[src/sv/lal_pkg.sv]
// types, token codes and the keyword table for the assembly line lexer
// no dependencies; used by the scan core, the queue, the top level and the checker
package lal_pkg;

   // token type codes
   localparam logic [3:0] TOK_BAD      = 4'd0;
   localparam logic [3:0] TOK_MNEMONIC = 4'd1;
   localparam logic [3:0] TOK_SIZE     = 4'd2;
   localparam logic [3:0] TOK_REGISTER = 4'd3;
   localparam logic [3:0] TOK_NUMBER   = 4'd4;
   localparam logic [3:0] TOK_PLUS     = 4'd5;
   localparam logic [3:0] TOK_MINUS    = 4'd6;
   localparam logic [3:0] TOK_OPEN     = 4'd7;
   localparam logic [3:0] TOK_CLOSE    = 4'd8;
   localparam logic [3:0] TOK_COMMA    = 4'd9;
   localparam logic [3:0] TOK_END      = 4'd10;

   // keyword table
   localparam int          NUM_KEYWORDS = 22;
   localparam logic [4:0]  NO_KEYWORD   = 5'd22;
   localparam logic [31:0] KEYWORD_TEXT [NUM_KEYWORDS] = '{
      32'h006d6f76, 32'h00616464, 32'h00737562, 32'h00636d70,  // mov add sub cmp
      32'h62797465, 32'h776f7264,                              // byte word
      32'h0000616c, 32'h00006168, 32'h00006178,                // al ah ax
      32'h0000636c, 32'h00006368, 32'h00006378,                // cl ch cx
      32'h0000646c, 32'h00006468, 32'h00006478,                // dl dh dx
      32'h0000626c, 32'h00006268, 32'h00006278,                // bl bh bx
      32'h00007370, 32'h00006270, 32'h00007369, 32'h00006469   // sp bp si di
   };

   // character codes with a meaning of their own
   localparam logic [7:0] CHAR_END       = 8'd0;
   localparam logic [7:0] CHAR_SEMICOLON = 8'h3b;
   localparam logic [7:0] CHAR_PLUS      = 8'h2b;
   localparam logic [7:0] CHAR_MINUS     = 8'h2d;
   localparam logic [7:0] CHAR_OPEN      = 8'h5b;
   localparam logic [7:0] CHAR_CLOSE     = 8'h5d;
   localparam logic [7:0] CHAR_COMMA     = 8'h2c;

   // result queue
   localparam int QUEUE_DEPTH = 4;
   localparam int QUEUE_AW    = 2;

   // one result word
   typedef struct packed {
      logic [3:0]  token_type;
      logic [4:0]  keyword_index;
      logic [7:0]  start_column;
      logic [7:0]  token_length;
      logic [15:0] token_line;
      logic        last;
   } token_word_type;

   // up to two result words produced by one character
   typedef struct packed {
      logic [1:0]     count;
      token_word_type first;
      token_word_type second;
   } push_type;

   // token type of a keyword table entry
   function automatic logic [3:0] keyword_class(input logic [4:0] idx);
      logic [3:0] cls;
      if (idx < 5'd4) begin
         cls = TOK_MNEMONIC;
      end else if (idx < 5'd6) begin
         cls = TOK_SIZE;
      end else if (idx < NO_KEYWORD) begin
         cls = TOK_REGISTER;
      end else begin
         cls = TOK_BAD;
      end
      return cls;
   endfunction

endpackage

[src/sv/lal_if.sv]
// valid/ready channel interfaces for characters and tokens
// depends on nothing but plain logic types
interface lal_req_if;
   logic        valid;
   logic        ready;
   logic [7:0]  char_byte;
   logic [15:0] line_number;

   modport source (output valid, output char_byte, output line_number, input ready);
   modport sink   (input valid, input char_byte, input line_number, output ready);
endinterface

interface lal_rsp_if;
   logic        valid;
   logic        ready;
   logic [3:0]  token_type;
   logic [4:0]  keyword_index;
   logic [7:0]  start_column;
   logic [7:0]  token_length;
   logic [15:0] token_line;
   logic        last;

   modport source (output valid, output token_type, output keyword_index,
                   output start_column, output token_length, output token_line,
                   output last, input ready);
   modport sink   (input valid, input token_type, input keyword_index,
                   input start_column, input token_length, input token_line,
                   input last, output ready);
endinterface

[src/sv/lal_scan_core.sv]
// scanner state and per-character token logic of the lexer
// depends on lal_pkg for codes, the keyword table and the token structs
module lal_scan_core #(
   parameter int MAX_COLUMN    = 255,
   parameter int KEYWORD_CHARS = 4
) (
   input  logic                clock,
   input  logic                reset,
   input  logic                accept,
   input  logic [7:0]          char_byte,
   input  logic [15:0]         line_number,
   output lal_pkg::push_type   push
);

   localparam int COL_W = $clog2(MAX_COLUMN + 1);
   localparam int BUF_W = 8 * KEYWORD_CHARS;

   // scan mode codes
   localparam logic [1:0] MODE_IDLE    = 2'd0;
   localparam logic [1:0] MODE_NUM     = 2'd1;
   localparam logic [1:0] MODE_WORD    = 2'd2;
   localparam logic [1:0] MODE_COMMENT = 2'd3;

   logic [1:0]       mode_ff, mode_in;
   logic [COL_W-1:0] column_ff, column_in;
   logic [COL_W-1:0] run_start_ff, run_start_in;
   logic [7:0]       run_length_ff, run_length_in;
   logic [BUF_W-1:0] word_ff, word_in;
   logic             too_long_ff, too_long_in;

   logic is_digit, is_upper, is_lower, is_letter, is_space, is_punct;
   logic [7:0] lower_char;
   logic [3:0] punct_type;
   logic [COL_W-1:0] column_next;
   logic [7:0] run_length_inc;
   logic [7:0] column_clamp, run_start_clamp;
   logic [4:0] kw_idx;
   logic pend_valid, proceed, tok_valid;
   lal_pkg::token_word_type pend_tok, tok;

   // character classes
   assign is_digit   = (char_byte >= 8'd48) && (char_byte <= 8'd57);
   assign is_upper   = (char_byte >= 8'd65) && (char_byte <= 8'd90);
   assign is_lower   = (char_byte >= 8'd97) && (char_byte <= 8'd122);
   assign is_letter  = is_upper || is_lower;
   assign is_space   = (char_byte == 8'd32) || ((char_byte >= 8'd9) && (char_byte <= 8'd13));
   assign lower_char = is_upper ? (char_byte + 8'd32) : char_byte;
   assign is_punct   = (char_byte == lal_pkg::CHAR_PLUS) || (char_byte == lal_pkg::CHAR_MINUS)
                    || (char_byte == lal_pkg::CHAR_OPEN) || (char_byte == lal_pkg::CHAR_CLOSE)
                    || (char_byte == lal_pkg::CHAR_COMMA);

   always_comb begin
      case (char_byte)
         lal_pkg::CHAR_PLUS:  punct_type = lal_pkg::TOK_PLUS;
         lal_pkg::CHAR_MINUS: punct_type = lal_pkg::TOK_MINUS;
         lal_pkg::CHAR_OPEN:  punct_type = lal_pkg::TOK_OPEN;
         lal_pkg::CHAR_CLOSE: punct_type = lal_pkg::TOK_CLOSE;
         default:             punct_type = lal_pkg::TOK_COMMA;
      endcase
   end

   // saturating column and run counters
   assign column_next     = (32'(column_ff) < MAX_COLUMN) ? (column_ff + 1'b1) : column_ff;
   assign run_length_inc  = (run_length_ff == 8'd255) ? run_length_ff : (run_length_ff + 8'd1);
   assign column_clamp    = (32'(column_ff) > 32'd255) ? 8'd255 : 8'(column_ff);
   assign run_start_clamp = (32'(run_start_ff) > 32'd255) ? 8'd255 : 8'(run_start_ff);

   // parallel keyword compare, lowest entry wins
   always_comb begin
      kw_idx = lal_pkg::NO_KEYWORD;
      for (int i = lal_pkg::NUM_KEYWORDS - 1; i >= 0; i--) begin
         if (!too_long_ff && (word_ff == BUF_W'(lal_pkg::KEYWORD_TEXT[i]))) begin
            kw_idx = 5'(i);
         end
      end
   end

   // pending number or word closed by this character
   always_comb begin
      pend_valid             = 1'b0;
      pend_tok.token_type    = lal_pkg::TOK_NUMBER;
      pend_tok.keyword_index = lal_pkg::NO_KEYWORD;
      pend_tok.start_column  = run_start_clamp;
      pend_tok.token_length  = run_length_ff;
      pend_tok.token_line    = line_number;
      pend_tok.last          = 1'b0;
      if ((mode_ff == MODE_NUM) && !is_digit) begin
         pend_valid = 1'b1;
      end else if ((mode_ff == MODE_WORD) && !is_letter) begin
         pend_valid             = 1'b1;
         pend_tok.token_type    = lal_pkg::keyword_class(kw_idx);
         pend_tok.keyword_index = kw_idx;
      end
   end

   // character handled as the start of something new
   assign proceed = (mode_ff == MODE_IDLE) || pend_valid;

   // token of the character itself: end, punctuation or bad
   always_comb begin
      tok_valid         = 1'b0;
      tok.token_type    = lal_pkg::TOK_BAD;
      tok.keyword_index = lal_pkg::NO_KEYWORD;
      tok.start_column  = column_clamp;
      tok.token_length  = 8'd1;
      tok.token_line    = line_number;
      tok.last          = 1'b0;
      if (char_byte == lal_pkg::CHAR_END) begin
         if (proceed || (mode_ff == MODE_COMMENT)) begin
            tok_valid        = 1'b1;
            tok.token_type   = lal_pkg::TOK_END;
            tok.token_length = 8'd0;
            tok.last         = 1'b1;
         end
      end else if (proceed && is_punct) begin
         tok_valid      = 1'b1;
         tok.token_type = punct_type;
      end else if (proceed && !is_space && !is_digit && !is_letter
                   && (char_byte != lal_pkg::CHAR_SEMICOLON)) begin
         tok_valid = 1'b1;
      end
   end

   // pack results in order
   always_comb begin
      push.count  = {1'b0, pend_valid} + {1'b0, tok_valid};
      push.first  = pend_valid ? pend_tok : tok;
      push.second = tok;
   end

   // next scanner state
   always_comb begin
      mode_in       = mode_ff;
      column_in     = column_next;
      run_start_in  = run_start_ff;
      run_length_in = run_length_ff;
      word_in       = word_ff;
      too_long_in   = too_long_ff;
      if (char_byte == lal_pkg::CHAR_END) begin
         mode_in       = MODE_IDLE;
         column_in     = '0;
         run_start_in  = '0;
         run_length_in = '0;
         word_in       = '0;
         too_long_in   = 1'b0;
      end else if ((mode_ff == MODE_NUM) && is_digit) begin
         run_length_in = run_length_inc;
      end else if ((mode_ff == MODE_WORD) && is_letter) begin
         if (32'(run_length_ff) < KEYWORD_CHARS) begin
            word_in = {word_ff[BUF_W-9:0], lower_char};
         end else begin
            too_long_in = 1'b1;
         end
         run_length_in = run_length_inc;
      end else if (mode_ff == MODE_COMMENT) begin
         mode_in = MODE_COMMENT;
      end else begin
         mode_in = MODE_IDLE;
         if (char_byte == lal_pkg::CHAR_SEMICOLON) begin
            mode_in = MODE_COMMENT;
         end else if (is_digit) begin
            mode_in       = MODE_NUM;
            run_start_in  = column_ff;
            run_length_in = 8'd1;
         end else if (is_letter) begin
            mode_in       = MODE_WORD;
            run_start_in  = column_ff;
            run_length_in = 8'd1;
            word_in       = BUF_W'(lower_char);
            too_long_in   = 1'b0;
         end
      end
   end

   // scanner state registers
   always_ff @(posedge clock) begin
      if (reset) begin
         mode_ff       <= MODE_IDLE;
         column_ff     <= '0;
         run_start_ff  <= '0;
         run_length_ff <= '0;
         word_ff       <= '0;
         too_long_ff   <= 1'b0;
      end else if (accept) begin
         mode_ff       <= mode_in;
         column_ff     <= column_in;
         run_start_ff  <= run_start_in;
         run_length_ff <= run_length_in;
         word_ff       <= word_in;
         too_long_ff   <= too_long_in;
      end
   end

endmodule

[src/sv/lal_token_queue.sv]
// small result queue: takes up to two words a cycle, gives one
// depends on lal_pkg for the token structs and queue size
module lal_token_queue (
   input  logic                    clock,
   input  logic                    reset,
   input  lal_pkg::push_type       push,
   input  logic                    pop,
   output lal_pkg::token_word_type head,
   output logic                    not_empty,
   output logic                    has_room
);

   localparam int CNT_W = lal_pkg::QUEUE_AW + 1;

   lal_pkg::token_word_type entry_ff [lal_pkg::QUEUE_DEPTH];
   logic [lal_pkg::QUEUE_AW-1:0] wr_ptr_ff, wr_ptr_in;
   logic [lal_pkg::QUEUE_AW-1:0] rd_ptr_ff, rd_ptr_in;
   logic [CNT_W-1:0]             count_ff, count_in;
   logic [lal_pkg::QUEUE_AW-1:0] wr_ptr_second;

   assign head          = entry_ff[rd_ptr_ff];
   assign not_empty     = (count_ff != '0);
   assign has_room      = (32'(count_ff) <= lal_pkg::QUEUE_DEPTH - 2);
   assign wr_ptr_second = wr_ptr_ff + 1'b1;

   // pointer and fill count update
   always_comb begin
      wr_ptr_in = wr_ptr_ff + lal_pkg::QUEUE_AW'(push.count);
      rd_ptr_in = rd_ptr_ff + lal_pkg::QUEUE_AW'(pop);
      count_in  = count_ff + CNT_W'(push.count) - CNT_W'(pop);
   end

   always_ff @(posedge clock) begin
      if (reset) begin
         wr_ptr_ff <= '0;
         rd_ptr_ff <= '0;
         count_ff  <= '0;
      end else begin
         wr_ptr_ff <= wr_ptr_in;
         rd_ptr_ff <= rd_ptr_in;
         count_ff  <= count_in;
      end
   end

   // entry storage
   always_ff @(posedge clock) begin
      if (push.count != 2'd0) begin
         entry_ff[wr_ptr_ff] <= push.first;
      end
      if (push.count == 2'd2) begin
         entry_ff[wr_ptr_second] <= push.second;
      end
   end

endmodule

[src/sv/assembly_line_lexer.sv]
// assembly line lexer: one character word in, token words out in order
// a token word is registered into the result queue when its character is accepted and is offered from the queue head
// throughput: one character per cycle while the four-entry result queue has two free slots;
//    a character that closes a number or word and is itself a token gives two words
// reset: synchronous, clears scan mode, column and run state and empties the queue
module assembly_line_lexer #(
   parameter int MAX_COLUMN    = 255,
   parameter int KEYWORD_CHARS = 4
) (
   input logic       clock,
   input logic       reset,
   lal_req_if.sink   req_port,
   lal_rsp_if.source rsp_port
);

   logic                    req_accept;
   logic                    rsp_pop;
   logic                    queue_room;
   logic                    queue_valid;
   lal_pkg::push_type       scan_push;
   lal_pkg::push_type       queue_push;
   lal_pkg::token_word_type queue_head;

   // handshakes
   assign req_port.ready = queue_room;
   assign req_accept     = req_port.valid && queue_room;
   assign rsp_pop        = queue_valid && rsp_port.ready;

   lal_scan_core #(
      .MAX_COLUMN    (MAX_COLUMN),
      .KEYWORD_CHARS (KEYWORD_CHARS)
   ) u_scan (
      .clock       (clock),
      .reset       (reset),
      .accept      (req_accept),
      .char_byte   (req_port.char_byte),
      .line_number (req_port.line_number),
      .push        (scan_push)
   );

   // only accepted characters push words
   always_comb begin
      queue_push       = scan_push;
      queue_push.count = req_accept ? scan_push.count : 2'd0;
   end

   lal_token_queue u_queue (
      .clock     (clock),
      .reset     (reset),
      .push      (queue_push),
      .pop       (rsp_pop),
      .head      (queue_head),
      .not_empty (queue_valid),
      .has_room  (queue_room)
   );

   // result channel
   assign rsp_port.valid         = queue_valid;
   assign rsp_port.token_type    = queue_head.token_type;
   assign rsp_port.keyword_index = queue_head.keyword_index;
   assign rsp_port.start_column  = queue_head.start_column;
   assign rsp_port.token_length  = queue_head.token_length;
   assign rsp_port.token_line    = queue_head.token_line;
   assign rsp_port.last          = queue_head.last;

endmodule

[src/flat_wrapper.sv]
// flat-port wrapper written by rule: the top's interface ports become plain ports
module assembly_line_lexer_flat 
#(
   parameter int MAX_COLUMN    = 255,
   parameter int KEYWORD_CHARS = 4
)
  (clock, reset, req_port_valid, req_port_char_byte, req_port_line_number, req_port_ready, rsp_port_valid, rsp_port_token_type, rsp_port_keyword_index, rsp_port_start_column, rsp_port_token_length, rsp_port_token_line, rsp_port_last, rsp_port_ready);
  lal_req_if req_port_i ();
  lal_rsp_if rsp_port_i ();
  input logic clock;
  input logic reset;
  input wire logic [$bits(req_port_i.valid)-1:0] req_port_valid;
  input wire logic [$bits(req_port_i.char_byte)-1:0] req_port_char_byte;
  input wire logic [$bits(req_port_i.line_number)-1:0] req_port_line_number;
  output wire logic [$bits(req_port_i.ready)-1:0] req_port_ready;
  output wire logic [$bits(rsp_port_i.valid)-1:0] rsp_port_valid;
  output wire logic [$bits(rsp_port_i.token_type)-1:0] rsp_port_token_type;
  output wire logic [$bits(rsp_port_i.keyword_index)-1:0] rsp_port_keyword_index;
  output wire logic [$bits(rsp_port_i.start_column)-1:0] rsp_port_start_column;
  output wire logic [$bits(rsp_port_i.token_length)-1:0] rsp_port_token_length;
  output wire logic [$bits(rsp_port_i.token_line)-1:0] rsp_port_token_line;
  output wire logic [$bits(rsp_port_i.last)-1:0] rsp_port_last;
  input wire logic [$bits(rsp_port_i.ready)-1:0] rsp_port_ready;
  assign req_port_i.valid = req_port_valid;
  assign req_port_i.char_byte = req_port_char_byte;
  assign req_port_i.line_number = req_port_line_number;
  assign req_port_ready = req_port_i.ready;
  assign rsp_port_valid = rsp_port_i.valid;
  assign rsp_port_token_type = rsp_port_i.token_type;
  assign rsp_port_keyword_index = rsp_port_i.keyword_index;
  assign rsp_port_start_column = rsp_port_i.start_column;
  assign rsp_port_token_length = rsp_port_i.token_length;
  assign rsp_port_token_line = rsp_port_i.token_line;
  assign rsp_port_last = rsp_port_i.last;
  assign rsp_port_i.ready = rsp_port_ready;
  assembly_line_lexer #(.MAX_COLUMN(MAX_COLUMN), .KEYWORD_CHARS(KEYWORD_CHARS)) u_core (.clock(clock), .reset(reset), .req_port(req_port_i), .rsp_port(rsp_port_i));
endmodule
[config.mk]
export PLATFORM = sky130hd
export DESIGN_NAME = assembly_line_lexer_flat
export DESIGN_NICKNAME = d
export VERILOG_FILES = /design/src/sv/lal_pkg.sv /design/src/sv/lal_if.sv /design/src/sv/lal_scan_core.sv /design/src/sv/lal_token_queue.sv /design/src/sv/assembly_line_lexer.sv /design/src/flat_wrapper.sv
export SDC_FILE = /design/constraint.sdc
export NUM_CORES = 1
export LEC_CHECK = 0
export ABC_AREA = 1
export BUFFER_PORTS_ARGS = -buffer_cell sky130_fd_sc_hd__buf_2
export CAP_MARGIN = 0
export CORE_ASPECT_RATIO = 1.4
export CORE_UTILIZATION = 56
export DETAILED_ROUTE_END_ITERATION = 12
export GPL_TIMING_DRIVEN = 1
export PLACE_DENSITY_LB_ADDON = 0.25
export SYNTH_ARGS = -nofsm -noshare
export SYNTH_HDL_FRONTEND = slang
export SYNTH_SLANG_ARGS = --single-unit
[constraint.sdc]
create_clock -name clock -period 4.7 [get_ports clock]
set_input_delay 1.175 -clock clock [delete_from_list [all_inputs] [get_ports clock]]
set_output_delay 1.175 -clock clock [all_outputs]
set_load 0.1 [all_outputs]
Word level (Yosys, flattened, before mapping)
Memory sizes are Yosys's and may differ from the RTL's. A register that Yosys moved wholly into a read port is not among the register bits.
Index checks and enable logic that the tools add are counted.
- bits in registers: 66
- bits in latches: 0
- RAM bits: 168
- memory bits (read-only): 0
- output and inout bits: 44
- logic and storage cells: 230
- memories kept: 1
- memory list (name ; words ; bits a word ; read ports ; clocked after Yosys merged registers in ; wr ports ; line ; RTL):
    u_core.u_queue.entry_ff ; 4 ; 42 ; 1 ; 1 ; 2 ; lal_token_queue.sv:15 ; lal_pkg::token_word_type entry_ff [lal_pkg::QUEUE_DEPTH];
- $add $sub $neg: 9
- $mul: 0
- divide/modulo/power cells: 0
- $lt $le $gt $ge: 14
- equality and inequality tests: 46
- shift-type cells: 0
- muxes and demuxes: 88
- bitwise gates (word level): 0
- reductions and logical operators: 63
- operator list (kind ; count):
    32-bit by 15-bit == test with 1-bit output, second input constant ; 16
    32-bit two-way mux ; 8
    8-bit two-way mux ; 20
    32-bit by 23-bit == test with 1-bit output, second input constant ; 4
    5-bit two-way mux ; 21
    32-bit by 31-bit == test with 1-bit output, second input constant ; 2
    42-bit two-way mux ; 1
    8-bit by 6-bit == test with 1-bit output, second input constant ; 5
    1-bit logical AND ; 37
    2-bit two-way mux ; 13
    1-bit two-way mux ; 21
    8-bit by 1-bit adder with 8-bit output, second input constant ; 2
    8-bit by 7-bit == test with 1-bit output, second input constant ; 2
    8-bit by 7-bit >= comparator with 1-bit output, second input constant ; 2
    8-bit by 7-bit <= comparator with 1-bit output, second input constant ; 2
    4-bit one-hot mux with 4 select lines ; 1
    7-bit AND reduction ; 2
    4-bit two-way mux ; 3
    5-bit by 3-bit < comparator with 1-bit output, second input constant ; 2
    3-bit nonzero test ; 3
    8-bit by 6-bit adder with 8-bit output, second input constant ; 1
    8-bit == test, second input constant ; 1
    8-bit by 4-bit >= comparator with 1-bit output, second input constant ; 1
    8-bit by 6-bit >= comparator with 1-bit output, second input constant ; 1
    31 further kinds ; 49

Depth between registers and ports, before layout
Gate-level depths: netlist of the first run.
- depth in word-level cells: 31
- gate-level depth with buffers: 24
- mapped depth without buffers: 24

Cells and area by module
A second synthesis of the first run with hierarchy kept.
- cell total of the unflattened synthesis: 1680
- area, all modules: 13501.7 sq um
- modules (own cells, without submodules) (module ; instances ; cells each ; area an instance (sq um)):
    lal_token_queue ; 1 ; 970 ; 9041.2
    lal_scan_core ; 1 ; 702 ; 4430.5
    assembly_line_lexer ; 1 ; 8 ; 30.0

Worst setup path after synthesis of the first run
Ideal clock, no wire load.
- path kind: input to register
- start point: input req_port_char_byte[1]
- end point: memory u_core.u_queue.entry_ff[3][41] (netlist name) (data pin)
- library setup time: 0.141 ns
- arrival: 4.087 ns
- required time: 4.559 ns
- slack: 0.472 ns
- cell stages on the path: 22
- path buffers: 0
- path through: nor2_2 nand3_2 o21ai_2 inv_2 nand2_2 nand2_4 inv_2 nand2_4 nand3_2 nand4_1 o21ai_0 ha_1 inv_1 nor2_1 inv_2 nor2_2 nand2_1 inv_1 nor2_1 inv_1 o21ai_1 nor2_1
- RTL lines (element ; line ; RTL):
    start: declaration ; flat_wrapper.sv:13 ; input wire logic [$bits(req_port_i.char_byte)-1:0] req_port_char_byte;
    end: declaration ; lal_token_queue.sv:15 ;

==> reports/qor.txt, run 1 <==
Status - complete, no violations
Post-Synthesis Cells - 1,438
Max-slew headroom - 0.428
HPWL Detailed - 20.6 mm
Crit path capture type - flop
Share of layout cells above drive strength 1 - 0.130
Row count - 61
N_diodes - 0
Post-CTS Resized - 0
Post-synth EDFFs - 120
Syn Nets - 1,477
Compound-Gate Fraction of Synth Area - 0.165
Peak supply drop - 0.000389 V
Starting Density - 0.576
Area growth syn-to-layout - 12.6%
Final setup fails - 0
Post-synth top cells - nor2_1, nand2_1, o21ai_0, inv_1, edfxtp_1
Predominant post-synthesis flop cell - edfxtp_1
Fin. Hold Viols - 0
Crit Path Category - in2reg
First-pass GRT wire length - 47.2 mm
MaxCap Viol Count - 0
Cell area after synthesis - 11,600 sq um
Vias in the first global route - 9,667
Vias post-DR - 10,170
IO Pins - 72
GPL Wtd Cong - 0.942
Later-pin clock latency in the skew report - 0.52 ns
Worst-Margin Slew - 0.855 ns
Simple-gate area share of the yosys netlist - 0.236
Worst Path Required - 4.95 ns
Root buffer cell - clkbuf_16
Syn_area_per_cell - 8.04 sq um
Post-CTS Setup Bufs - 0
Dpl ws - 0.276 ns
Largest net degree at the start of global routing - 65
Die Height - 172 microns
Top cell type's share of synthesized area - 0.312
GR Util All Layers - 0.284
Cts bufs inserted - 23
Fmax - 253 MHz
Dominant cell type by area after synthesis - edfxtp_1
Post-Route WL - 29.9 mm
Setup TNS - 0 ns
Clock H-tree levels - 1
Final WS setup - 0.754 ns
Crit path max fanout - 24
Buffers on Ports - 71
Design Power - 7.78 mW
Adder-cell share of the synthesized area - 0.0125
Worst min-delay path class - reg2reg
Asr flop ratio synth - 0
Most numerous cell in the Yosys netlist - nor2_1
DP Cell Count - 1,726
Fin crit period - 3.95 ns
Largest family of logic cells by synthesized area - simple AND/OR/NAND/NOR gates
Unrepaired setup endpoints after global routing - no
Gr ovfl total - 0
Final Cycle Share - 0.840
Power density over the cells - 598 nW/um^2
DR DRC count - 0
Critical path startpoint category - input pin
Post-synthesis mux area share - 0
Seq/Total Area, Yosys - 0.509
Final Max Tran Viols - 0
Core area - 20,100 sq um
CTS Sinks - 234
Layout Cells excl Fill - 1,767
Antenna violations before repair - 0
Worst-path clk slew - 0.06 ns
FF+latch count, synth - 234
CTS Buffer Depth - 3
TritonCTS clock tree - done
Pleak - 5.05 nW
DIE AREA - 21,200 sq um
Setup Skew - 0.0201 ns
Synthesis warning total - 0
Vias per cell - 5.76
Antenna-violating nets left - 0
Hold-fix buffers, CTS - 0
Synth Area in XOR/XNOR - 0.00303
Final net count - 1,538
Pre-antenna DRT Iters - 5
Cell variety after synth - 49
Arr. time, crit path - 4.19 ns
Starting DRT DRC Count - 972
Top cells by area, synth - edfxtp_1, dfxtp_1, nor2_1, nand2_1, o21ai_0
Chip width - 123 microns
Routed wire per std cell - 16.9 microns
-- per-stage QoR --
stage	cell area, sq um	hold WS, ns	utilization
finish	13000	0.457	0.649
global route	13000	0.478	0.649
CTS	13000	0.456	0.649
detailed placement	12200	0.440	0.609
global placement	12200	0.434	0.609
floorplan	11600	0.421	-
-- where the power goes --
part	internal, mW	total, mW	switching [mW]
combinational	0.578	3.24	2.66
sequential	2.46	2.59	0.128
clock	1.21	1.96	0.754
-- path summary, 6_finish.rpt --
kind / endpoint / slack [ns] / cells after the start / from
worst min register to register: u_core.u_queue.entry_ff[2][20] / 0.46 / 2 / u_core.u_queue.entry_ff[2][20]
worst max-delay path: u_core.u_queue.entry_ff[0][8] / 0.75 / 22 / req_port_char_byte[1]
worst min-delay path: u_core.u_queue.entry_ff[2][20] / 0.46 / 2 / u_core.u_queue.entry_ff[2][20]
worst max register to register: u_core.u_queue.entry_ff[0][8] / 1.52 / 16 / u_core.u_scan.mode_ff[1]
-- area by class of cell --
cell class,count,area [sq um]
clock buffer,28,614
sequential,234,5890
fill,1726,7040
clock inverter,13,198
multi-input combinational,986,4820
inverter,158,593
timing repair buffer,96,606
tap,252,315
-- registers in the layout, summed over array words and instances, names as in the netlist --
name,count
u_core.u_queue.entry_ff,168
u_core.u_scan.mode_ff,2
u_core.u_queue.wr_ptr_ff,2
u_core.u_scan.run_length_ff,8
u_core.u_scan.too_long_ff,1
u_core.u_queue.count_ff,3
u_core.u_queue.rd_ptr_ff,2
u_core.u_scan.column_clamp,8
u_core.u_scan.run_start_clamp,8
u_core.u_scan.word_ff,32
-- worst max-delay path: stages --
cell and delay, ns:
buf_2 0.15, nor2_2 0.16, nand3_2 0.14, o21ai_2 0.16, inv_2 0.05, nand2_2 0.07
nand2_4 0.07, inv_2 0.12, nand2_4 0.12, nand3_2 0.15, nand4_1 0.08, o21ai_0 0.17
ha_1 0.27, inv_1 0.06, nor2_1 0.06, nor2_1 0.29, inv_1 0.12, nand2_1 0.10
inv_1 0.14, nor2_4 0.15, buf_4 0.30, nor2_1 0.07
-- kinds of logic after synthesis --
kind of cell / count (synthesis)
AO/OA/AOI/OAI: 326
buffers and inverters: 218
adder cells (fa/ha/maj): 11
XOR/XNOR: 4
AND/OR/NAND/NOR: 645
flip-flops: 234
-- cell usage in the layout, fill, tap and decap left out, drive strengths merged, types with 16 or more instances in the layout --
cell	n
edfxtp	120
o22ai	86
clkbuf	28
o21ai	168
nand2	216
buf	96
a22oi	18
inv	156
nor2	325
a21oi	33
dfxtp	114
nand4	16
nor3	20
nand3	58
-- routing by layer --
metal,vias up,GRT usage,wire [microns]
met5,-,0,0
met3,89,0.0300,1840
met4,0,0.128,1020
met2,408,0.528,15500
li1,4966,-,-
met1,4707,0.323,11600
Note: power is estimated with default switching activity, not from simulation.
==> inputs of run 2 (changes only) <==
--- a/config.mk
+++ b/config.mk
@@ -9,7 +9,7 @@
 export BUFFER_PORTS_ARGS = -buffer_cell sky130_fd_sc_hd__buf_2
 export CAP_MARGIN = 0
 export CORE_ASPECT_RATIO = 1.4
-export CORE_UTILIZATION = 56
+export CORE_UTILIZATION = 55
 export DETAILED_ROUTE_END_ITERATION = 12
 export GPL_TIMING_DRIVEN = 1
 export PLACE_DENSITY_LB_ADDON = 0.25
==> constraint.sdc (replaced) <==
create_clock -name clock -period 3.6 [get_ports clock]
set_input_delay 0.9 -clock clock [delete_from_list [all_inputs] [get_ports clock]]
set_output_delay 0.9 -clock clock [all_outputs]
set_load 0.1 [all_outputs]
==> run 2 against run 1 <==
Effect of this change: non-clock buffer count rose by 46; global-route usage fell by 0.96 points; critical path depth fell by 17; final cell count rose by 2.8%; wire length fell by 0.43%; first-iteration DRC count fell by 17%; sequential power rose by 30%; via count rose by 1.1%; largest cell class unchanged; largest power group unchanged.
==> reports/qor.txt, run 2 (same netlist as run 1, synthesis figures left out) <==
Status - complete, no violations
Biggest register - u_core.u_queue.entry_ff
Power density over the cells - 762 nW/um^2
Setup TNS - 0 ns
Final Max Tran Viols - 0
Commonest non-fill, non-tap cell in the layout - nor2_1
Antenna violations before repair - 0
Vias post-DR - 10,279
Final net count - 1,584
CTS Buffer Depth - 3
Clock H-tree levels - 1
Worst Path Required - 2.70 ns
Max-slew headroom - 0.495
R2r endpoint - u_core.u_queue.entry_ff[0][29]
Vias in the first global route - 9,874
Core area - 20,600 sq um
Buffers on Ports - 71
Fin Hold WS - 0.452 ns
Post-Route WL - 29.8 mm
Crit path max fanout - 49
Later-pin clock latency in the skew report - 0.51 ns
N_diodes - 0
Final setup fails - 0
CP Launch Point - u_core.u_queue.rd_ptr_ff[0]
Worst min-delay path class - reg2reg
Vias per cell - 5.66
IO Pins - 72
MaxCap Viol Count - 0
Starting Density - 0.563
Unrepaired setup endpoints after global routing - no
Reg2Reg Setup Slack - 0.71 ns
Final Cell Area - 13,500 sq um
Largest net degree at the start of global routing - 60
GPL Wtd Cong - 0.972
Cts bufs inserted - 23
R2R Path Start - u_core.u_scan.mode_ff[1]
Crit path capture type - primary output
Pre-antenna DRT Iters - 5
Routed wire per std cell - 16.4 microns
Critical path startpoint category - flop
Worst-path clk slew - 0.07 ns
Critical Path Sink - rsp_port_token_line[15]
Reg2reg path depth - 15
Arr. time, crit path - 2.44 ns
Antenna-violating nets left - 0
Fin crit period - 3.34 ns
Setup Skew - 0.0135 ns
First-pass GRT wire length - 48.4 mm
Crit Path Category - reg2out
Fmax - 299 MHz
Pleak - 5.28 nW
Die Height - 174 microns
Most frequent cells in the layout - nor2_1, nand2_1, o21ai_0, inv_1, edfxtp_1
DIE AREA - 21,600 sq um
Final Cycle Share - 0.928
Largest register FFs - 168
Gr ovfl total - 0
Share of layout cells above drive strength 1 - 0.158
Worst-Margin Slew - 0.749 ns
DR DRC count - 0
Starting DRT DRC Count - 810
Row count - 62
Fin. Hold Viols - 0
TritonCTS clock tree - done
Area growth syn-to-layout - 16.3%
HPWL Detailed - 20.8 mm
CTS Sinks - 234
Root buffer cell - clkbuf_16
Placed Area - 12,700 sq um
GR Util All Layers - 0.275
Biggest regs - u_core.u_queue.entry_ff x168, u_core.u_scan.word_ff x32
Peak supply drop - 0.000425 V
Chip width - 125 microns
[run 2: cell count changes in the layout (fill, tap and decap cells not counted), moves of 2 or more]
cell | before | now
nor2_4 | 5 | 7
buf_4 | 20 | 60
inv_4 | 0 | 2
buf_12 | 5 | 10
inv_1 | 137 | 135
nand3_4 | 1 | 3
nand3_2 | 2 | 0
nor2_1 | 309 | 307
[run 2: how the worst min path moves through the flow]
stage / startpoint / end / depth (start not counted)
2_1_floorplan: u_core.u_queue.entry_ff[1][33] / u_core.u_queue.entry_ff[1][33] / 2
3_3_place_gp: u_core.u_queue.entry_ff[1][19] / u_core.u_queue.entry_ff[1][19] / 2
5_1_grt: u_core.u_queue.entry_ff[0][33] / u_core.u_queue.entry_ff[0][33] / 2
3_5_place_dp: u_core.u_queue.entry_ff[1][24] / u_core.u_queue.entry_ff[1][24] / 2
6_report: u_core.u_queue.entry_ff[3][33] / u_core.u_queue.entry_ff[3][33] / 2
4_1_cts: u_core.u_queue.entry_ff[3][33] / u_core.u_queue.entry_ff[3][33] / 2
[run 2: critical path, cell delays in order, from the launching register on]
cell     delay, ns
dfxtp_2       0.36
buf_6         0.33
buf_4         0.41
o21ai_0       0.15
o22ai_1       0.21
buf_2         0.46
[run 2: report_power, final]
group          internal (mW)  switching, mW  total (mW)
combinational          0.876           3.52        4.39
clock                   1.51          0.982        2.49
sequential              3.21          0.151        3.36
[run 2: area by class of cell]
| type | count | area, sq um |
|---|---|---|
| Multi-Input combinational cell | 986 | 4850 |
| Inverter | 158 | 602 |
| Timing Repair Buffer | 142 | 1020 |
| Clock buffer | 30 | 626 |
| Fill cell | 1727 | 7100 |
| Clock inverter | 11 | 156 |
| Tap cell | 256 | 320 |
| Sequential cell | 234 | 5890 |
[run 2: timing repair]
item                                    CTS  global route
endpoints found under the setup margin    0             1
hold buffers                              0             0
buffers inserted                          0             0
resized for setup                         0             1
[run 2: per-layer routing]
metal / GRT usage / share of wire / vias up
met3: 0.0299 / 0.054 / 76
met2: 0.509 / 0.52 / 341
li1: - / - / 5072
met5: 0 / 0 / -
met4: 0.119 / 0.031 / 0
met1: 0.317 / 0.39 / 4790
[run 2: per-stage QoR]
| stage | total power, mW | instances | setup WS (ns) | utilization |
|---|---|---|---|---|
| after floorplan | 6.83 | 1438 | -0.0300 | - |
| after global placement | 7.73 | 1776 | -0.0718 | 0.616 |
| after detailed placement | 7.79 | 1776 | -0.146 | 0.616 |
| after CTS | 10.3 | 1817 | 0.158 | 0.654 |
| after global routing | 10.7 | 1817 | 0.0909 | 0.655 |
| final | 10.2 | 1817 | 0.259 | 0.655 |
==> inputs of run 3 (changes only) <==
--- a/config.mk
+++ b/config.mk
@@ -7,12 +7,13 @@
 export LEC_CHECK = 0
 export ABC_AREA = 1
 export BUFFER_PORTS_ARGS = -buffer_cell sky130_fd_sc_hd__buf_2
-export CAP_MARGIN = 0
 export CORE_ASPECT_RATIO = 1.4
+export CORE_MARGIN = 2
 export CORE_UTILIZATION = 55
 export DETAILED_ROUTE_END_ITERATION = 12
 export GPL_TIMING_DRIVEN = 1
 export PLACE_DENSITY_LB_ADDON = 0.25
+export REMOVE_ABC_BUFFERS = 1
 export SYNTH_ARGS = -nofsm -noshare
 export SYNTH_HDL_FRONTEND = slang
 export SYNTH_SLANG_ARGS = --single-unit
==> run 3 against run 2 <==
Effect of this change: via count about the same; design area about the same; worst setup slack better by 0.013 ns; sequential power about the same; non-clock buffer count up 13; first-iteration DRC count down 24%; largest cell class unchanged.
==> reports/qor.txt, run 3 (same netlist as run 1, synthesis figures left out) <==
Status - complete, no violations
Crit path max fanout - 15
Share of layout cells above drive strength 1 - 0.160
Final setup fails - 0
HPWL Detailed - 21.4 mm
Starting DRT DRC Count - 612
Pre-antenna DRT Iters - 5
Largest net degree at the start of global routing - 86
Starting Density - 0.563
Cts bufs inserted - 22
Vias per cell - 5.62
Vias in the first global route - 10,002
Final Cycle Share - 0.925
GR Util All Layers - 0.275
Die Height - 176 microns
DR DRC count - 0
Worst min-delay path class - reg2reg
Core area - 20,600 sq um
Crit Path Category - in2reg
Later-pin clock latency in the skew report - 0.51 ns
Buffers on Ports - 71
Worst-path clk slew - 0.06 ns
Design Power - 10.1 mW
Critical path startpoint category - input pin
DP Cell Count - 1,789
Fmax - 300 MHz
Slowest CP cell - ha_1
CTS Sinks - 234
Arr. time, crit path - 3.73 ns
Fin Hold WS - 0.456 ns
Setup Skew - 0.0122 ns
Post-Route WL - 30.5 mm
Crit path capture type - flop
IO Pins - 72
Chip width - 127 microns
Max-slew headroom - 0.532
Peak supply drop - 0.000399 V
Fin crit period - 3.33 ns
Cell Chain, Critical Path - buf_2 -> nor2_2 -> nand3_2 -> o21ai_2 -> inv_2 -> nand2_2 -> nand2_4 -> inv_2 -> nand2_4 -> nand3_2 -> nand4_1 -> o21ai_0 -> ha_1 -> inv_1 -> nor2_2 -> buf_4 -> nor2_1 -> buf_4 -> nor2_4 -> nor2_2 -> inv_1 -> buf_12 -> o22ai_1 -> inv_1
Most frequent cells in the layout - nor2_1, nand2_1, o21ai_0, inv_1, edfxtp_1
Biggest regs - u_core.u_queue.entry_ff x168, u_core.u_scan.word_ff x32
First-pass GRT wire length - 49.4 mm
Antenna-violating nets left - 0
Gr ovfl total - 0
CTS Buffer Depth - 3
Final Max Tran Viols - 0
Final net count - 1,596
Fill cell count - 1,764
Worst Path Required - 4.00 ns
Routed wire per std cell - 16.7 microns
Root buffer cell - clkbuf_16
Antenna violations before repair - 0
GPL Wtd Cong - 1.01
MaxCap Viol Count - 0
Vias post-DR - 10,285
Largest register FFs - 168
Fin. Hold Viols - 0
Commonest non-fill, non-tap cell in the layout - nor2_1
DIE AREA - 22,200 sq um
Max incr delay on CP - 0.26 ns
Post-CTS Setup Bufs - 0
Layout Cells excl Fill - 1,829
Biggest register - u_core.u_queue.entry_ff
Row count - 62
Worst-Margin Slew - 0.695 ns
Pleak - 5.32 nW
Area growth syn-to-layout - 16.3%
N_diodes - 0
Clock H-tree levels - 1
TritonCTS clock tree - done
Power density over the cells - 748 nW/um^2
[run 3: what timing repair did]
action,in CTS,in global routing
setup endpoints to repair,0,1
hold buffers,0,0
resized for setup,0,2
[run 3: where the power goes]
| group | leakage [nW] | internal, mW | switching [mW] |
|---|---|---|---|
| registers | 1.88 | 3.21 | 0.156 |
| logic | 3.09 | 0.882 | 3.51 |
| clock network | 0.353 | 1.33 | 0.973 |
[run 3: worst paths after layout]
check | start | to | slack (ns) | cells past startpoint
max | req_port_char_byte[1] | u_core.u_queue.entry_ff[3][34] | 0.27 | 24
min | u_core.u_queue.entry_ff[3][33] | u_core.u_queue.entry_ff[3][33] | 0.46 | 2
max reg2reg | u_core.u_scan.mode_ff[1] | u_core.u_queue.entry_ff[3][34] | 0.75 | 18
min reg2reg | u_core.u_queue.entry_ff[3][33] | u_core.u_queue.entry_ff[3][33] | 0.46 | 2
[run 3: per-layer routing]
layer	track usage	routed length, microns	vias up
li1	-	-	5091
met1	0.326	11900	4774
met2	0.503	15700	343
met3	0.0286	1810	77
met4	0.115	1070	0
met5	0	0	-
[run 3: per-stage QoR]
stage	setup TNS, ns	cell area [sq um]	util	setup WS (ns)
after global routing	-0.0228	13500	0.654	-0.0228
final	0	13500	0.654	0.272
after CTS	0	13400	0.654	0.252
after global placement	-2.31	12700	0.619	-0.159
after detailed placement	-27.48	12700	0.619	-0.279
after floorplan	-206.11	11300	-	-1.21
[run 3: final cells by class]
| class | instances | area (sq um) | share of cell area |
|---|---|---|---|
| Inverter | 158 | 593 | 0.0441 |
| Clock inverter | 9 | 70.1 | 0.00521 |
| Clock buffer | 31 | 647 | 0.0481 |
| Timing Repair Buffer | 155 | 1110 | 0.0826 |
| Multi-Input combinational cell | 986 | 4820 | 0.359 |
| Sequential cell | 234 | 5890 | 0.438 |
| Tap cell | 256 | 320 | 0.0238 |
[run 3: worst max-delay path, delay by kind of cell]
family          cells  cell delay, ns
simple gates       11            1.03
buf+inv             9            1.03
fa+ha+maj           1            0.26
compound gates      3            0.48
